===== config.mk =====
export PLATFORM = sky130hd
export DESIGN_NAME = frequent_word_subsampler_top
export DESIGN_NICKNAME = d
export VERILOG_FILES = /design/src/sv/fws_pkg.sv /design/src/sv/fws_lcg.sv /design/src/sv/fws_arith.sv /design/src/sv/frequent_word_subsampler_top.sv
export SDC_FILE = /design/constraint.sdc
export NUM_CORES = 1
export LEC_CHECK = 0
export BUFFER_PORTS_ARGS = -buffer_cell sky130_fd_sc_hd__buf_4
export CAP_MARGIN = 30
export CORE_MARGIN = 2
export CORE_UTILIZATION = 45
export CTS_BUF_LIST = sky130_fd_sc_hd__clkbuf_2
export CTS_CLUSTER_SIZE = 20
export DETAILED_ROUTE_END_ITERATION = 8
export GPL_TIMING_DRIVEN = 0
export PLACE_DENSITY = 0.62
export SLEW_MARGIN = 10
export SYNTH_ARGS = -nofsm -noshare
export SYNTH_HDL_FRONTEND = slang
export SYNTH_SLANG_ARGS = --single-unit

===== constraint.sdc =====
create_clock -name clock -period 16.7 [get_ports clock]
set_clock_uncertainty 0.15 [all_clocks]
set_input_delay 0.835 -clock clock [delete_from_list [all_inputs] [get_ports clock]]
set_output_delay 0.835 -clock clock [all_outputs]
set_load 0.02 [all_outputs]

===== src/sv/fws_pkg.sv =====
package fws_pkg;

   localparam int THRESH_W = 48;
   localparam int COUNT_W  = 32;
   localparam int PROB_W   = 32;
   localparam int DRAW_W   = 16;
   localparam int LCG_W    = 64;
   localparam int ROOT_W   = 32;
   localparam int SQRT_W   = 64;
   localparam int REM_W    = 33;
   localparam int UNIT_W   = 35;
   localparam int STEP_W   = 6;

   localparam int LCG_MUL_W = 35;
   localparam logic [LCG_MUL_W-1:0] LCG_MUL = 35'd25214903917;
   localparam logic [LCG_W-1:0]     LCG_ADD = 64'd11;
   localparam logic [LCG_W-1:0]     LCG_SEED = 64'd1;

   localparam logic [THRESH_W-1:0] THRESH_RESET = 48'd65536;
   localparam logic [PROB_W-1:0]   PROB_MAX     = '1;

   localparam logic [STEP_W-1:0] DIV_LAST  = STEP_W'(THRESH_W - 1);
   localparam logic [STEP_W-1:0] SQRT_LAST = STEP_W'(ROOT_W - 1);
   localparam logic [STEP_W-1:0] MUL_LAST  = STEP_W'(LCG_MUL_W - 1);

   // result of the shared divide / square-root sequencer
   typedef struct packed {
      logic                done;
      logic [THRESH_W-1:0] ratio;
      logic [ROOT_W-1:0]   root;
   } arith_res_type;

endpackage


===== src/sv/fws_lcg.sv =====
module fws_lcg (
   input  logic                     clock,
   input  logic                     reset,
   input  logic                     start,
   output logic                     done,
   output logic [fws_pkg::LCG_W-1:0] state
);
   import fws_pkg::*;

   logic [LCG_W-1:0]  state_ff, state_in;
   logic [LCG_W-1:0]  acc_ff, acc_in;
   logic [LCG_W-1:0]  mcand_ff, mcand_in;
   logic [STEP_W-1:0] bit_ff, bit_in;
   logic              run_ff, run_in;
   logic              done_ff, done_in;
   logic [LCG_W-1:0]  acc_sum;

   // shift-and-add over the bits of the constant multiplier
   assign acc_sum = acc_ff + (LCG_MUL[bit_ff] ? mcand_ff : '0);

   always_comb begin
      state_in = state_ff;
      acc_in   = acc_ff;
      mcand_in = mcand_ff;
      bit_in   = bit_ff;
      run_in   = run_ff;
      done_in  = done_ff;
      if (start) begin
         acc_in   = LCG_ADD;
         mcand_in = state_ff;
         bit_in   = '0;
         run_in   = 1'b1;
         done_in  = 1'b0;
      end else if (run_ff) begin
         acc_in   = acc_sum;
         mcand_in = {mcand_ff[LCG_W-2:0], 1'b0};
         bit_in   = bit_ff + 1'b1;
         if (bit_ff == MUL_LAST) begin
            state_in = acc_sum;
            run_in   = 1'b0;
            done_in  = 1'b1;
         end
      end
   end

   always_ff @(posedge clock) begin
      if (reset) begin
         state_ff <= LCG_SEED;
         bit_ff   <= '0;
         run_ff   <= 1'b0;
         done_ff  <= 1'b0;
      end else begin
         state_ff <= state_in;
         bit_ff   <= bit_in;
         run_ff   <= run_in;
         done_ff  <= done_in;
      end
   end

   always_ff @(posedge clock) begin
      acc_ff   <= acc_in;
      mcand_ff <= mcand_in;
   end

   assign done  = done_ff;
   assign state = state_ff;

endmodule


===== src/sv/fws_arith.sv =====
module fws_arith (
   input  logic                         clock,
   input  logic                         reset,
   input  logic                         start,
   input  logic [fws_pkg::THRESH_W-1:0] threshold,
   input  logic [fws_pkg::COUNT_W-1:0]  count,
   output fws_pkg::arith_res_type       res
);
   import fws_pkg::*;

   localparam logic [1:0] A_IDLE = 2'd0;
   localparam logic [1:0] A_DIV  = 2'd1;
   localparam logic [1:0] A_SQRT = 2'd2;
   localparam logic [1:0] A_DONE = 2'd3;

   logic [1:0]          state_ff, state_in;
   logic [STEP_W-1:0]   step_ff, step_in;
   logic [COUNT_W-1:0]  count_ff, count_in;
   logic [REM_W-1:0]    rem_ff, rem_in;
   logic [SQRT_W-1:0]   work_ff, work_in;
   logic [THRESH_W-1:0] ratio_ff, ratio_in;
   logic [ROOT_W-1:0]   root_ff, root_in;

   logic [UNIT_W-1:0]   unit_a, unit_b;
   logic [UNIT_W:0]     unit_diff;
   logic                unit_ge;

   // the one shared subtract-and-compare unit
   always_comb begin
      if (state_ff == A_SQRT) begin
         unit_a = {rem_ff, work_ff[SQRT_W-1 -: 2]};
         unit_b = {1'b0, root_ff, 2'b01};
      end else begin
         unit_a = {2'b00, rem_ff[COUNT_W-1:0], work_ff[THRESH_W-1]};
         unit_b = {3'b000, count_ff};
      end
   end

   assign unit_diff = {1'b0, unit_a} - {1'b0, unit_b};
   assign unit_ge   = !unit_diff[UNIT_W];

   always_comb begin
      state_in = state_ff;
      step_in  = step_ff;
      count_in = count_ff;
      rem_in   = rem_ff;
      work_in  = work_ff;
      ratio_in = ratio_ff;
      root_in  = root_ff;
      if (start) begin
         state_in = A_DIV;
         step_in  = '0;
         count_in = count;
         rem_in   = '0;
         work_in  = {(SQRT_W-THRESH_W)'(0), threshold};
      end else begin
         unique case (state_ff)
            A_DIV: begin
               // restoring divide, one quotient bit a cycle
               rem_in  = unit_ge ? {1'b0, unit_diff[COUNT_W-1:0]}
                                 : {1'b0, unit_a[COUNT_W-1:0]};
               work_in = {work_ff[SQRT_W-2:0], unit_ge};
               step_in = step_ff + 1'b1;
               if (step_ff == DIV_LAST) begin
                  ratio_in = {work_ff[THRESH_W-2:0], unit_ge};
                  work_in  = {work_ff[THRESH_W-2:0], unit_ge, (SQRT_W-THRESH_W)'(0)};
                  rem_in   = '0;
                  root_in  = '0;
                  step_in  = '0;
                  state_in = A_SQRT;
               end
            end
            A_SQRT: begin
               // digit-by-digit root, two radicand bits a cycle
               rem_in  = unit_ge ? unit_diff[REM_W-1:0] : unit_a[REM_W-1:0];
               root_in = {root_ff[ROOT_W-2:0], unit_ge};
               work_in = {work_ff[SQRT_W-3:0], 2'b00};
               step_in = step_ff + 1'b1;
               if (step_ff == SQRT_LAST) begin
                  state_in = A_DONE;
               end
            end
            A_IDLE, A_DONE: begin
               state_in = state_ff;
            end
            default: state_in = A_IDLE;
         endcase
      end
   end

   always_ff @(posedge clock) begin
      if (reset) begin
         state_ff <= A_IDLE;
         step_ff  <= '0;
      end else begin
         state_ff <= state_in;
         step_ff  <= step_in;
      end
   end

   always_ff @(posedge clock) begin
      count_ff <= count_in;
      rem_ff   <= rem_in;
      work_ff  <= work_in;
      ratio_ff <= ratio_in;
      root_ff  <= root_in;
   end

   assign res.done  = (state_ff == A_DONE);
   assign res.ratio = ratio_ff;
   assign res.root  = root_ff;

endmodule


===== src/sv/frequent_word_subsampler_top.sv =====
// channel   dir   handshake                  payload
// req       in    req_tvalid / req_tready    word_count
// rsp       out   rsp_tvalid / rsp_tready    keep, keep_probability, random_draw
// csr       in    csr_wr_en                  scaled_threshold
//
// one item at a time; the result is set by the shared subtract unit doing
// 48 divide steps then 32 square-root steps
// the generator multiply (35 shift-add steps) runs alongside the divide
// req_tready is high only while idle; a new item may be taken while a result waits
// a finished item waits for the result register to be free before it loads
// reset is synchronous; generator state returns to one, threshold to 1.0
module frequent_word_subsampler_top (
   input  logic        clock,
   input  logic        reset,
   input  logic        req_tvalid,
   output logic        req_tready,
   input  logic [31:0] req_tdata,   // [31:0] word_count
   output logic        rsp_tvalid,
   input  logic        rsp_tready,
   output logic [55:0] rsp_tdata,   // [0] keep, [32:1] keep_probability,
                                    // [48:33] random_draw, [55:49] zero
   input  logic        csr_wr_en,
   input  logic [47:0] csr_wr_data  // [47:0] scaled_threshold
);
   import fws_pkg::*;

   localparam logic ST_IDLE = 1'b0;
   localparam logic ST_RUN  = 1'b1;

   logic                state_ff, state_in;
   logic [THRESH_W-1:0] thresh_ff, thresh_in;
   logic                zero_ff, zero_in;
   logic                rsp_valid_ff, rsp_valid_in;
   logic [55:0]         rsp_data_ff, rsp_data_in;

   logic                accept;
   logic                load;
   logic                lcg_done;
   logic [LCG_W-1:0]    lcg_state;
   arith_res_type       arith_res;

   logic [THRESH_W:0]   sum;
   logic [PROB_W-1:0]   prob;
   logic [DRAW_W-1:0]   draw;
   logic                keep;

   assign req_tready = (state_ff == ST_IDLE);
   assign accept     = req_tvalid && req_tready;
   assign load       = (state_ff == ST_RUN) && arith_res.done && lcg_done
                       && (!rsp_valid_ff || rsp_tready);

   fws_lcg u_lcg (
      .clock (clock),
      .reset (reset),
      .start (accept),
      .done  (lcg_done),
      .state (lcg_state)
   );

   fws_arith u_arith (
      .clock     (clock),
      .reset     (reset),
      .start     (accept),
      .threshold (thresh_ff),
      .count     (req_tdata),
      .res       (arith_res)
   );

   assign sum  = {1'b0, arith_res.ratio} + {(THRESH_W+1-ROOT_W)'(0), arith_res.root};
   assign draw = lcg_state[DRAW_W-1:0];

   always_comb begin
      if (zero_ff || (sum[THRESH_W:PROB_W] != '0)) begin
         prob = PROB_MAX;
      end else begin
         prob = sum[PROB_W-1:0];
      end
   end

   assign keep = (prob >= {(PROB_W-DRAW_W)'(0), draw});

   always_comb begin
      state_in     = state_ff;
      thresh_in    = csr_wr_en ? csr_wr_data : thresh_ff;
      zero_in      = zero_ff;
      rsp_valid_in = rsp_valid_ff;
      rsp_data_in  = rsp_data_ff;
      if (rsp_valid_ff && rsp_tready) begin
         rsp_valid_in = 1'b0;
      end
      unique case (state_ff)
         ST_IDLE: begin
            if (accept) begin
               state_in = ST_RUN;
               zero_in  = (req_tdata == '0) || (thresh_ff == '0);
            end
         end
         ST_RUN: begin
            if (load) begin
               state_in     = ST_IDLE;
               rsp_valid_in = 1'b1;
               rsp_data_in  = {7'b0, draw, prob, keep};
            end
         end
         default: state_in = ST_IDLE;
      endcase
   end

   always_ff @(posedge clock) begin
      if (reset) begin
         state_ff     <= ST_IDLE;
         thresh_ff    <= THRESH_RESET;
         rsp_valid_ff <= 1'b0;
      end else begin
         state_ff     <= state_in;
         thresh_ff    <= thresh_in;
         rsp_valid_ff <= rsp_valid_in;
      end
   end

   always_ff @(posedge clock) begin
      zero_ff     <= zero_in;
      rsp_data_ff <= rsp_data_in;
   end

   assign rsp_tvalid = rsp_valid_ff;
   assign rsp_tdata  = rsp_data_ff;

   // the generator multiply is shorter than divide plus root
   a_lcg_first: assert property (@(posedge clock) disable iff (reset)
      (state_ff == ST_RUN && arith_res.done) |-> lcg_done)
      else $error("arith finished before generator");

   a_keep_rule: assert property (@(posedge clock) disable iff (reset)
      rsp_tvalid |-> (rsp_tdata[0] == (rsp_tdata[32:1] >= {16'b0, rsp_tdata[48:33]})))
      else $error("keep flag disagrees with probability and draw");

   a_zero_sat: assert property (@(posedge clock) disable iff (reset)
      (load && zero_ff) |=> (rsp_tdata[32:1] == PROB_MAX && rsp_tdata[0]))
      else $error("zero count or threshold not saturated");

   a_accept_run: assert property (@(posedge clock) disable iff (reset)
      accept |=> (state_ff == ST_RUN && !arith_res.done && !lcg_done))
      else $error("accepted item did not start the sequencers");

endmodule

==> run_results.csv, run 1 <==
group,metric,value,unit
setup_path,reg2reg_slack,9890,ps
sta,relSlewSlack,35.3,%
pwr,clkPwrFrac,26.8,%
floorplan,row_count,78,
finish,finish.net_count,2631,
route,routed_wl,62200,um
logic_synthesis,synth_top_area_cell,"edfxtp_1",
grt,grt_pass1_wl,95200,um
setup_path,max_stage_delay,760,ps
pwr,ir_worst_vdd,0.0472,mV
clocking,clock_latency,1140,ps
pwr,p_int,1.68,mW
min_path,hold_end,"u_arith.count_ff[18]",
logic_synthesis,synth_seq_cells,374,
setup_path,cp_cell_sequence,"ha_1 > fa_1 > a211oi_2 > o21ai_1 > a21o_1 > a21oi_2 > o21ai_1 > a211o_1 > o22ai_1 > o2111ai_1 > nor4_2 > buf_2 > nand3_1 > ha_1 > a21o_1 > a21o_1 > a21oi_1 > o211ai_1 > a2111oi_0 > o2111ai_1 > nand4b_1 > nor4_1 > nand3_1",
floorplan,start_util,45.4,%
grt,grt_pass1_vias,17000,
sta,max_freq,147,MHz
pwr,power_density,107,mW/mm^2
route,drt-initial-drc-count,1368,
clocking,htree_levels,3,
sta,rsz0062_at_grt,"false",
setup_path,crit_type,"reg2reg",
grt,grt_use_total,26.1,%
logic_synthesis,synth-warning-count,0,
sta,finalSetupTns,0,ps
clocking,cts_buffer_depth,3,
logic_synthesis,syn_inst,2111,
clocking,cts_resized,0,
logic_synthesis,synthTopCellsByArea,"edfxtp_1 33%, dfxtp_1 14%, ha_1 6.4%",
setup_path,r2r-end,"rsp_tdata[0]",
run_status,status,"finished clean",
grt,grt_max_degree,34,
grt,gr-total-overflow,0,
logic_synthesis,synth_ff_type,"edfxtp_1",
clocking,cts_tree,"built",
sta,setup_slack,9890,ps
setup_path,arrival,7540,ps
route,ant_nets,0,
route,drt-pass1-iter-count,5,
place,dpl.cell_count,2856,
route,wl_per_cell,19.9,um
pwr,finalPower,2.59,mW
floorplan,die-height,217,um
finish,fin_area,0.0242,sq mm
setup_path,r2r_start,"u_arith.root_ff[0]",
pwr,swShare,35.2,%
sta,period_share,40.8,%
sta,worst_pin_slew,970,ps
pwr,p_sw,0.911,mW
route,avgViaCountPerCell,5.63,
clocking,path_clk_slew,100,ps
clocking,cts.sinks,374,
clocking,cts_buffers,97,
sta,period_minus_slack,6810,ps
route,vias,17600,
pwr,p_leak,9.77,nW
clocking,clockRootBuffer,"clkbuf_2",
floorplan,die_area,0.0472,sq mm
finish,drive_above_1_share,15.1,%
floorplan,pin_count,143,
finish,syn_to_final_growth,18.2,%
sta,setup_viol,0,
pwr,pwr-share-seq,47.3,%
logic_synthesis,synthArstFlopShare,0,%
place,port_buffers,133,
logic_synthesis,ys_seq_area_share,47.6,%
logic_synthesis,synth_edf_count,226,
min_path,hp-start,"req_tdata[18]",
floorplan,core-area,0.0451,sq mm
clocking,postCtsSetupRepairBufs,0,
place,hpwlAfterDp,46700,um
sta,hold_viol,0,
setup_path,required,17430,ps
place,place.gp.congestion,0.900,
floorplan,die_w,217,um
place,pre_cts_ws,9960,ps
min_path,hold-path-cell-count,2,
place,place_area,0.0224,sq mm
setup_path,slowest_stage,"nor4_2",
setup_path,cp_common_cell,"a21o_1",
grt,antenna_found_initial,3,
route,drcViolationCount,0,
setup_path,crit_fanout,10,
sta,maxSlewViolCount,0,
setup_path,cp-end-kind,"flop",
flow_run,cap_viol_max_count,0,
logic_synthesis,syn_area,0.0205,sq mm
pwr,combPwrFrac,25.9,%
setup_path,rr_worst_depth,23,
min_path,hold_path.class,"in2reg",
logic_synthesis,synth.distinct_cells,73,
finish,layoutNonFillerInstCount,3122,
logic_synthesis,synth_top_area_share,33.2,%
setup_path,cp-start-kind,"flop",
logic_synthesis,syn-mean-instance-area,9.69,sq um
-- synth_stat cells (all sizes together) (5+ instances only) --
cell / count
nand3: 59
inv: 51
dfxtp: 148
and3: 62
o21a: 9
nand2b: 14
and2: 59
o31ai: 5
a32oi: 7
nand4: 17
or3: 15
ha: 105
a31oi: 10
xor2: 34
nor2b: 19
a211oi: 20
nand3b: 5
or2: 5
o21bai: 14
mux2i: 68
nand2: 187
xnor2: 45
mux2: 33
a211o: 5
o21ai: 119
a221o: 32
a22o: 6
buf: 32
clkbuf: 87
edfxtp: 226
nor3: 33
nor2: 203
a21oi: 246
o211ai: 12
a21o: 36
nor4: 25
-- logic make-up after synthesis --
kind of cell / Yosys count / synth area share [%]
simple gates: 717 / 16.8
compound gates: 561 / 17.0
flops: 374 / 47.6
buf+inv: 170 / 3.33
fa+ha+maj: 108 / 6.71
mux: 101 / 5.14
xor+xnor: 79 / 3.38
other cells: 1 / 0.0183
-- through the flow --
| step | utilization [%] | hold WS, ps |
|---|---|---|
| finish | 53.7 | 291 |
| global route | 53.7 | 216 |
| floorplan | - | 258 |
| detailed placement | 49.6 | 274 |
| CTS | 53.6 | 183 |
| global placement | 49.3 | 272 |
-- layer usage --
metal / track usage, % / vias up / part of all wire (%)
met1: 35.5 / 8327 / 45
met2: 41.5 / 690 / 46
li1: - / 8469 / -
met5: 0 / - / 0
met4: 9.20 / 0 / 2.4
met3: 5.17 / 102 / 7.2
-- area by class of cell --
class	instances	area, sq um
Inverter	51	191
Buffer	119	492
Timing Repair Buffer	222	1960
Fill cell	4143	20900
Tap cell	600	751
Antenna cell	3	7.51
Clock buffer	164	821
Multi-Input combinational cell	1573	10100
Clock inverter	16	154
Sequential cell	374	9750
-- cells in the final DEF, fill, tap and decap left out, types with 86 or more instances in the layout --
master	Yosys	layout
edfxtp_1	226	226
ha_1	105	105
nor2_1	203	202
buf_4	7	140
a21oi_1	241	241
clkbuf_2	0	165
o21ai_0	107	107
nand2_1	187	187
clkbuf_1	87	86
dfxtp_1	148	148
-- repair_timing --
item	4_1_cts	5_1_grt
setup endpoints to repair	0	0
hold buffers	83	0
endpoints found under the hold margin	83	0
-- registers in the layout, indices dropped and copies added, names as in the netlist, 32 cells and up, named ones only --
register / flops
u_arith.count_ff: 32
rsp_tdata: 49
thresh_ff: 48
u_arith.root_ff: 32
u_arith.work_ff: 64
u_arith.ratio_ff: 48
u_arith.rem_ff: 33
-- worst max-delay path by stage --
| stage | startpoint | to | slack, ps | cells past startpoint |
|---|---|---|---|---|
| final | u_arith.root_ff[0] | rsp_tdata[0] | 9890 | 23 |
| after global routing | u_arith.root_ff[0] | rsp_tdata[0] | 9490 | 23 |
| after detailed placement | u_arith.root_ff[0] | rsp_tdata[0] | 9960 | 23 |
| after global placement | u_arith.root_ff[0] | rsp_tdata[0] | 9940 | 23 |
| after floorplan | u_arith.root_ff[0] | rsp_tdata[0] | 11180 | 23 |
| after CTS | u_arith.root_ff[0] | rsp_tdata[0] | 9950 | 23 |
-- worst max-delay path, delay by kind of cell, from the launching register on --
kind | cells | cell delay [ps]
simple gates | 5 | 1540
buf+inv | 1 | 330
fa+ha+maj | 3 | 1040
compound gates | 14 | 3060
flops | 1 | 470
-- power by group through the flow --
stage | Clock, mW | Sequential (mW) | Combinational, mW
3_3_place_gp | 0 | 1.24 | 0.619
2_1_floorplan | 0 | 1.17 | 0.475
6_report | 0.694 | 1.22 | 0.672
5_1_grt | 0.760 | 1.23 | 0.743
4_1_cts | 0.711 | 1.22 | 0.662
3_5_place_dp | 0 | 1.24 | 0.643
Power figures use the tool's default switching activity.
==> inputs of run 2 (changes only) <==
- PLACE_DENSITY: 0.62 -> 0.65
- clock period: 16.7 -> 6.1 ns (I/O delays scaled with it)
==> run_results.csv, run 2 (same netlist as run 1, synthesis figures left out) <==
group,metric,value,unit
setup_path,cp-end-kind,"flop",
setup_path,cp_common_cell,"o21ai_2",
place,place_area,0.0223,sq mm
setup_path,r2r_start,"u_arith.ratio_ff[0]",
finish,finish.utilization,57.0,%
finish,largest_register,"u_arith.work_ff",
route,drt-pass1-iter-count,6,
finish,final_common_cell,"a21oi_1",
setup_path,critPathLaunch,"u_arith.ratio_ff[0]",
grt,gr-total-overflow,0,
sta,hold_viol,0,
grt,grt_pass1_wl,101000,um
sta,maxSlewViolCount,0,
clocking,cts_buffers,98,
sta,worst_pin_slew,948,ps
min_path,hold_path.class,"in2reg",
clocking,htree_levels,3,
setup_path,cp-start-kind,"flop",
grt,busiest_layer,"met2",
sta,max_freq,171,MHz
clocking,cts_tree,"built",
finish,largest_reg_flops,64,
grt,gr-usage-met1,36.5,%
finish,multi_input_area,0.0103,sq mm
grt,grt_use_total,27.6,%
route,ant_nets,0,
floorplan,die_w,217,um
floorplan,row_count,78,
setup_path,crit_type,"reg2reg",
route,wl_per_cell,20.2,um
run_status,status,"finished clean",
grt,grt_max_degree,40,
grt,antenna_found_initial,3,
clocking,cts_buffer_depth,3,
setup_path,slowest_stage,"fa_2",
flow_run,cap_viol_max_count,0,
setup_path,crit_fanout,6,
sta,rsz0062_at_grt,"true",
floorplan,pin_count,143,
clocking,path_clk_slew,100,ps
floorplan,core-area,0.0451,sq mm
setup_path,max_stage_delay,410,ps
sta,period_minus_slack,5840,ps
pwr,power_density,279,mW/mm^2
clocking,cts.sinks,374,
sta,setup_viol,0,
route,avgViaCountPerCell,5.65,
min_path,hp-start,"req_tdata[5]",
route,drcViolationCount,0,
finish,layout_common_cells,"238 x a21oi_1, 226 x edfxtp_1, 208 x dlygate4sd3_1",
finish,fill_cells,3941,
floorplan,die_area,0.0472,sq mm
grt,use_met3,4.64,%
sta,period_share,95.7,%
finish,finish.net_count,2768,
clocking,clockRootBuffer,"clkbuf_2",
route,drt-initial-drc-count,1723,
finish,drive_above_1_share,15.7,%
setup_path,arrival,6500,ps
clocking,clock_latency,1160,ps
sta,relSlewSlack,36.8,%
grt,grt_util_met2,45.7,%
sta,hold-worst-slack,262,ps
setup_path,cp_cell_sequence,"ha_2 > fa_2 > a211oi_4 > o21ai_2 > a21o_1 > a21oi_4 > o21ai_2 > a211o_1 > o22ai_2 > o2111ai_4 > nor4_4 > buf_6 > buf_4 > nand3_2 > ha_1 > nand4_1 > nor2_1 > a21oi_1 > o211ai_1 > a2111oi_2 > o2111ai_1 > nand4b_1 > nor4_2 > nand3_1",
pwr,p_leak,10.4,nW
finish,syn_to_final_growth,25.7,%
finish,register_area,0.00975,sq mm
route,vias,18400,
pwr,ir_worst_vdd,0.176,mV
finish,fin_area,0.0257,sq mm
route,routed_wl,65800,um
place,hpwlAfterDp,45700,um
floorplan,start_util,45.4,%
grt,grt_pass1_vias,18000,
pwr,finalPower,7.18,mW
setup_path,required,6760,ps
floorplan,die-height,217,um
place,place.gp.congestion,0.896,
place,port_buffers,133,
run 2: changes by cell type in the layout (fill, tap and decap cells not counted), sizes merged:
cell	delta
buf	+9
clkinv	+12
inv	+3
clkbuf	-13
dlygate4sd3	+125
run 2: worst max-delay path, delay by kind of cell (launching register included):
kind,cells,cell delay (ps)
adders and majority gates,3,930
DFF,1,380
buffers and inverters,2,310
AOI/OAI and AO/OA,12,2380
and+or+nand+nor,7,1360
run 2: power breakdown:
group	total [mW]	switching [mW]	internal, mW	leakage (nW)
Sequential	3.35	0.325	3.02	3.40
Clock	1.89	1.10	0.788	0.729
Combinational	1.95	1.13	0.815	6.23
Total	7.18	2.56	4.62	10.4
run 2: what timing repair did:
item / 4_1_cts / 5_1_grt
gates cloned: 0 / 0
endpoints found under the hold margin: 164 / 0
hold buffers: 208 / 0
endpoints found under the setup margin: 18 / 25
gates resized for setup: 10 / 39
pin swaps: 3 / 17
setup buffers: 2 / 8
run 2: final timing paths:
check            endpoint  slack (ps)  cells after the start
max reg2reg  rsp_tdata[0]         260                     24
max          rsp_tdata[0]         260                     24
min reg2reg    u_lcg.done         310                      2
min               zero_ff         260                      5
run 2: cell type report:
| cell class | instances | area share (%) |
|---|---|---|
| inverters | 51 | 0.744 |
| clock inverters | 31 | 0.861 |
| repair buffers | 358 | 12.8 |
| well taps | 600 | 2.92 |
| clock buffers | 149 | 2.90 |
| plain buffers | 119 | 1.98 |
| diodes | 3 | 0.0292 |
| multi-input cells | 1573 | 39.9 |
| flip-flops and latches | 374 | 37.9 |
run 2: through the flow:
stage,instances,setup TNS (ps),worst slack (ps)
global placement,2850,-3360,-644
floorplan,2117,0,580
finish,3258,0,264
detailed placement,2855,-2970,-690
CTS,3245,0,2.91
global route,3258,-106,-106
run 2: per-layer routing:
| metal | share of wire [%] | up-vias |
|---|---|---|
| li1 | - | 8750 |
| met3 | 6.5 | 141 |
| met2 | 47 | 774 |
| met5 | 0 | - |
| met1 | 43 | 8738 |
| met4 | 2.8 | 0 |
